===== config.mk =====
export PLATFORM = sky130hd
export DESIGN_NAME = interface_mark_set
export DESIGN_NICKNAME = d
export VERILOG_FILES = /design/src/hdl/ims_pkg.sv /design/src/hdl/interface_mark_set.sv
export SDC_FILE = /design/constraint.sdc
export NUM_CORES = 1
export LEC_CHECK = 0
export BUFFER_PORTS_ARGS = -buffer_cell sky130_fd_sc_hd__clkbuf_2
export CORE_UTILIZATION = 30
export CTS_CLUSTER_SIZE = 40
export DETAILED_ROUTE_END_ITERATION = 10
export GPL_TIMING_DRIVEN = 0
export HOLD_SLACK_MARGIN = 0.02
export PLACE_DENSITY = 0.44
export SKIP_CTS_REPAIR_TIMING = 1
export SLEW_MARGIN = 10
export SYNTH_ARGS = -nofsm -noshare
export SYNTH_HDL_FRONTEND = slang
export SYNTH_SLANG_ARGS = --single-unit

===== constraint.sdc =====
create_clock -name clk_i -period 12.6 [get_ports clk_i]
set_input_delay 2.52 -clock clk_i [delete_from_list [all_inputs] [get_ports clk_i]]
set_output_delay 2.52 -clock clk_i [all_outputs]
set_load 0.03 [all_outputs]

===== src/hdl/ims_pkg.sv =====
// Shared types and constants for the interface mark set.
// No dependencies; used by the top level and its checker.
`timescale 1ns / 1ps

package ims_pkg;

  localparam int unsigned KEY_W   = 31;
  localparam int unsigned COUNT_W = 5;

  typedef enum logic {
    CMD_MARK   = 1'b0,
    CMD_UNMARK = 1'b1
  } cmd_e;

  typedef enum logic [2:0] {
    ST_IDLE = 3'b001,
    ST_SCAN = 3'b010,
    ST_TRIM = 3'b100
  } state_e;

endpackage


===== src/hdl/interface_mark_set.sv =====
// Interface mark set: slot table of nonzero keys with a high-water count.
// Depends on ims_pkg.
`timescale 1ns / 1ps

// Usage
//   Command channel: drive command_i and key_i with start_i high; the beat is
//   taken at a rising edge where busy_o is low. For a nonzero key busy_o
//   rises the cycle after. Result channel: done_o is high for exactly one
//   cycle with was_marked_o and used_count_o; the receiver cannot stall it
//   and must take it then. A zero key answers in the next cycle without
//   touching the table. A check reads the slot memory one entry a cycle
//   below the high-water count, then answers; a mark that misses writes
//   its key back if there is room. An unmark that hits stops the scan
//   early, then trims the count one slot a cycle.
//   busy_o is low in the cycle that shows the result, so the next command can
//   be taken there; one item is in flight at a time.
//   Reset clears the high-water count and the per-slot occupancy flags at once;
//   a slot whose flag is clear reads as free, so no clearing pass is needed.
module interface_mark_set
  import ims_pkg::*;
#(
  parameter int unsigned SLOTS = 16
) (
  input  logic               clk_i,
  input  logic               rst_ni,
  input  logic               start_i,
  input  logic               command_i,
  input  logic [KEY_W-1:0]   key_i,
  output logic               busy_o,
  output logic               done_o,
  output logic               was_marked_o,
  output logic [COUNT_W-1:0] used_count_o
);

  localparam int unsigned CW = $clog2(SLOTS + 1);
  localparam int unsigned IW = (SLOTS > 1) ? $clog2(SLOTS) : 1;

  state_e            state_q, state_d;
  cmd_e              cmd_q, cmd_d;
  logic [KEY_W-1:0]  key_q, key_d;
  logic [CW-1:0]     hw_q, hw_d;
  logic [CW-1:0]     rd_idx_q, rd_idx_d;
  logic              rd_vld_q, rd_vld_d;
  logic [IW-1:0]     cmp_idx_q, cmp_idx_d;
  logic              rd_occ_q, rd_occ_d;
  logic              free_fnd_q, free_fnd_d;
  logic [IW-1:0]     free_idx_q, free_idx_d;
  logic              done_q, done_d;
  logic              marked_q, marked_d;
  logic [SLOTS-1:0]  occ_q;

  logic [KEY_W-1:0]  mem_q [SLOTS];
  logic [KEY_W-1:0]  rdata_q;
  logic              mem_re;
  logic              mem_we;
  logic [IW-1:0]     mem_waddr;
  logic [KEY_W-1:0]  mem_wdata;

  logic              hit;
  logic              free_now;
  logic [IW-1:0]     free_at;
  logic [CW-1:0]     hw_m1;
  logic [CW+COUNT_W-1:0] hw_ext;

  assign hit      = rd_vld_q && rd_occ_q && (rdata_q == key_q);
  assign free_now = free_fnd_q || (rd_vld_q && !rd_occ_q);
  assign free_at  = free_fnd_q ? free_idx_q : cmp_idx_q;
  assign hw_m1    = hw_q - 1'b1;
  assign hw_ext   = (CW + COUNT_W)'(hw_q);

  always_comb begin
    state_d    = state_q;
    cmd_d      = cmd_q;
    key_d      = key_q;
    hw_d       = hw_q;
    rd_idx_d   = rd_idx_q;
    rd_vld_d   = 1'b0;
    cmp_idx_d  = cmp_idx_q;
    rd_occ_d   = rd_occ_q;
    free_fnd_d = free_fnd_q;
    free_idx_d = free_idx_q;
    done_d     = 1'b0;
    marked_d   = marked_q;
    mem_re     = 1'b0;
    mem_we     = 1'b0;
    mem_waddr  = '0;
    mem_wdata  = '0;

    unique case (state_q)
      ST_IDLE: begin
        if (start_i) begin
          cmd_d      = cmd_e'(command_i);
          key_d      = key_i;
          rd_idx_d   = '0;
          free_fnd_d = 1'b0;
          if (key_i == '0) begin
            // zero means free: never stored or searched; a mark reports it as marked
            done_d   = 1'b1;
            marked_d = (cmd_e'(command_i) == CMD_MARK);
          end else begin
            state_d = ST_SCAN;
          end
        end
      end

      ST_SCAN: begin
        // read stage
        if (rd_idx_q < hw_q) begin
          mem_re    = 1'b1;
          rd_vld_d  = 1'b1;
          cmp_idx_d = rd_idx_q[IW-1:0];
          rd_occ_d  = occ_q[rd_idx_q[IW-1:0]];
          rd_idx_d  = rd_idx_q + 1'b1;
        end
        // compare stage
        if (rd_vld_q && !rd_occ_q && !free_fnd_q) begin
          free_fnd_d = 1'b1;
          free_idx_d = cmp_idx_q;
        end
        if (hit) begin
          rd_vld_d = 1'b0;
          if (cmd_q == CMD_MARK) begin
            done_d   = 1'b1;
            marked_d = 1'b1;
            state_d  = ST_IDLE;
          end else begin
            mem_we    = 1'b1;
            mem_waddr = cmp_idx_q;
            state_d   = ST_TRIM;
          end
        end else if (rd_idx_q >= hw_q) begin
          // scan exhausted
          state_d = ST_IDLE;
          done_d  = 1'b1;
          if (cmd_q == CMD_UNMARK) begin
            marked_d = 1'b0;
          end else if (free_now) begin
            mem_we    = 1'b1;
            mem_waddr = free_at;
            mem_wdata = key_q;
            marked_d  = 1'b0;
          end else if (hw_q < CW'(SLOTS)) begin
            mem_we    = 1'b1;
            mem_waddr = hw_q[IW-1:0];
            mem_wdata = key_q;
            hw_d      = hw_q + 1'b1;
            marked_d  = 1'b0;
          end else begin
            marked_d = 1'b1;
          end
        end
      end

      ST_TRIM: begin
        if ((hw_q != '0) && !occ_q[hw_m1[IW-1:0]]) begin
          hw_d = hw_m1;
        end else begin
          state_d  = ST_IDLE;
          done_d   = 1'b1;
          marked_d = 1'b1;
        end
      end

      default: begin
        state_d = ST_IDLE;
      end
    endcase
  end

  always_ff @(posedge clk_i or negedge rst_ni) begin
    if (!rst_ni) begin
      state_q    <= ST_IDLE;
      hw_q       <= '0;
      rd_vld_q   <= 1'b0;
      done_q     <= 1'b0;
      occ_q      <= '0;
    end else begin
      state_q  <= state_d;
      hw_q     <= hw_d;
      rd_vld_q <= rd_vld_d;
      done_q   <= done_d;
      if (mem_we) begin
        occ_q[mem_waddr] <= (mem_wdata != '0);
      end
    end
  end

  always_ff @(posedge clk_i) begin
    cmd_q      <= cmd_d;
    key_q      <= key_d;
    rd_idx_q   <= rd_idx_d;
    cmp_idx_q  <= cmp_idx_d;
    rd_occ_q   <= rd_occ_d;
    free_fnd_q <= free_fnd_d;
    free_idx_q <= free_idx_d;
    marked_q   <= marked_d;
  end

  // slot store, one read and one write port
  always_ff @(posedge clk_i) begin
    if (mem_we) begin
      mem_q[mem_waddr] <= mem_wdata;
    end
    if (mem_re) begin
      rdata_q <= mem_q[rd_idx_q[IW-1:0]];
    end
  end

  assign busy_o       = (state_q != ST_IDLE);
  assign done_o       = done_q;
  assign was_marked_o = marked_q;
  assign used_count_o = hw_ext[COUNT_W-1:0];

endmodule


==> metrics <==
status completed; CTS root buf clkbuf_16; CP Class flip-flop to flip-flop; area post-placement 26100 sq um; n_diodes 0; Post-Synth Simple-Gate Area 3.60%; clock group share of total power 36.7%; worst-margin pin slew 1160 ps; fin crit share 36.7%; routed len/inst 27.5 microns; routed vias/inst 4.92; Pre-antenna DRT Iters 5; Hold Vio Cnt, Final 0; worst hold slack 499 ps; drt initial violations 814; I/O Buffers 42; Slew Limit Fails 0; max cap viols 0; CTS tree done; largest net degree at the start of global routing 27; internal power 3.80 mW; layout net count 1272; Yosys top cell by area edfxtp_1; total track usage 16.1%; CP Buf/Inv Count 5; Placer Congestion 0.748; clk sinks 601; largest family of logic cells by synthesized area multiplexers; initial antenna violation count 2; GR peak layer met2; top cells by area, synth edfxtp_1 (73%), mux4_2 (15%), dfrtp_1 (2.6%); number of enable flip-flop cells after synthesis 575; Seq pwr share 45.4%; register area 17900 sq um; ys async rst share 4.33%; Fillers 7295; Die Wd 283 microns; Yosys warning total 0; first-pass GRT wire length 91.0 mm; vias in the first global route 12.0k; # IOs 43; sequential area share after synthesis 75.4%; Net Count, Synth 1130; Post-Layout Cell Count 2320; Sw Pwr 1.36 mW; Core ar. 77800 sq um; drt drc 0; row count 102; top-area cell type share of the netlist area 72.7%; Synth Area in Compound Gates 0.874%; Slew headroom 22.8%; Worst EP required 12910 ps; Detailed Place HPWL 42.6 mm; via count 11.4k; Worst IR Drop VDD 0.0000991 V; f_max 216 MHz; Synth Flop Type edfxtp_1; met1 GRT Util 23.4%; layout cells sized above 1 30.3%; Logic pwr share 17.8%; multiplexer share of the synthesized area 16.9%; clk buf depth 3; post-synthesis register bit count 601; design area 28200 sq um; sw frac 26.4%; die area 80300 sq um; HP Class flip-flop to flip-flop; H-tree depth 3; startpoint types flip-flop; Critical-path top delay cell nor3_1; Final Critical Period 4620 ps; cts bufs inserted 69; Clock transition at path regs 60 ps; P_leak 9.00 nW; critical path arrival 4930 ps; worst skew pair latency 610 ps; post-route ant nets 0; Post-Route Setup TNS 0 ps; cell with the most instances after synthesis edfxtp_1; cell total after placement 2198; post-synthesis xor/xnor area fraction 1.51%; Remaining Overflow, GRT 0; M2 GR Usage 25.1%; multi-input logic area 5660 sq um; critical path peak fanout 16; CP top delay family buffers and inverters; RSZ-0062 raised after global routing no; Syn-to-layout area delta 18.7%; Synth Cell Area 23800 sq um; DIE HEIGHT 283 microns; adder and majority gate portion of the synthesized area 0.421%; crit-path cells clkbuf_1 > buf_1 > inv_1 > ha_1 > inv_1 > a21oi_1 > o21ai_1 > nor3_1 > clkbuf_1 > and2_1; Avg Cell Area, Syn 21.9 sq um; synth cell count leaders edfxtp_1 (575), mux4_2 (161), xor2_1 (33); Initial Util 30.5%; max incr delay on CP 930 ps; Worst Setup End Kind flip-flop; Clock Skews 21.4 ps; Unique masters post-synth 53; Total Wirelength 63.7 mm; Syn Inst Count 1087; pwr dens 183 nW/um^2; met3 Use GR 3.07%; final setup fails 0
[registers in the layout, indices dropped and copies added (netlist names), 3 cells and up]
signal,cells
free_idx_q,4
cmp_idx_q,4
key_q,31
used_count_o,5
rd_idx_q,5
mem_q,496
occ_q,16
state_q,3
rdata_q,31
[placed cells by master, fill, tap and decap left out, types with 10 or more instances in the layout]
cell and instances:
buf_2 10, xor2_1 33, nor4_1 23, mux4_2 161
clkbuf_2 44, nor3_1 10, clkbuf_16 72, inv_1 11
nand2_1 17, and2_1 32, mux2_2 20, nor2_1 13
dfrtp_1 25, nor2_4 17, clkinv_1 16, buf_12 12
clkbuf_1 37, buf_16 17, edfxtp_1 575, buf_1 10
[worst paths after layout]
path,startpoint,end,slack [ps],cells past startpoint
setup reg to reg,rd_idx_q[0]$_SDFFCE_PN0P_,mem_q[9][13]$_DFFE_PP_,7980,10
min in group asynchronous,rst_ni,occ_q[9]$_DFFE_PN0P_,1960,1
max in group asynchronous,rst_ni,rd_vld_q$_DFF_PN0_,10180,1
hold reg to reg,rd_idx_q[2]$_SDFFCE_PN0P_,cmp_idx_q[2]$_DFFE_PP_,500,0
setup / recovery,rd_idx_q[0]$_SDFFCE_PN0P_,mem_q[9][13]$_DFFE_PP_,7980,10
hold / removal,rd_idx_q[2]$_SDFFCE_PN0P_,cmp_idx_q[2]$_DFFE_PP_,500,0
[cell type report]
class / instances / area share (%)
Sequential cell: 601 / 63.5
Multi-Input combinational cell: 425 / 20.1
Clock buffer: 88 / 6.60
Tap cell: 1040 / 4.61
Timing Repair Buffer: 71 / 3.26
Clock inverter: 34 / 0.900
Buffer: 47 / 0.869
Inverter: 14 / 0.186
[power groups by stage]
| stage | Sequential (mW) | Combinational, mW | Clock, mW |
|---|---|---|---|
| 3_5_place_dp | 2.39 | 0.948 | 0 |
| 2_1_floorplan | 2.38 | 0.611 | 0 |
| 5_1_grt | 2.35 | 0.996 | 2.02 |
| 4_1_cts | 2.35 | 0.949 | 1.95 |
| 6_report | 2.34 | 0.920 | 1.90 |
| 3_3_place_gp | 2.39 | 0.926 | 0 |
[cells by family (layout without fill, tap and decap cells)]
| kind of cell | after synthesis | after routing |
|---|---|---|
| AND/OR/NAND/NOR | 152 | 152 |
| AO/OA/AOI/OAI | 33 | 33 |
| adder cells (fa/ha/maj) | 8 | 8 |
| multiplexers | 191 | 191 |
| buffers and inverters | 61 | 254 |
| XOR/XNOR | 41 | 41 |
| flip-flops | 601 | 601 |
[metal layers]
metal / up-vias / routed length [microns]
li1: 4849 / -
met1: 6231 / 30000
met2: 258 / 29800
met3: 68 / 2910
met4: 0 / 970
met5: - / 0
[per-stage QoR]
step | setup WS [ps] | util, % | total power [mW]
floorplan | 8580 | - | 2.99
global placement | 5400 | 32.5 | 3.32
detailed placement | 7710 | 33.5 | 3.33
CTS | 7840 | 36.2 | 5.24
global route | 7550 | 36.2 | 5.36
finish | 7980 | 36.2 | 5.16
Power figures use the tool's default switching activity.
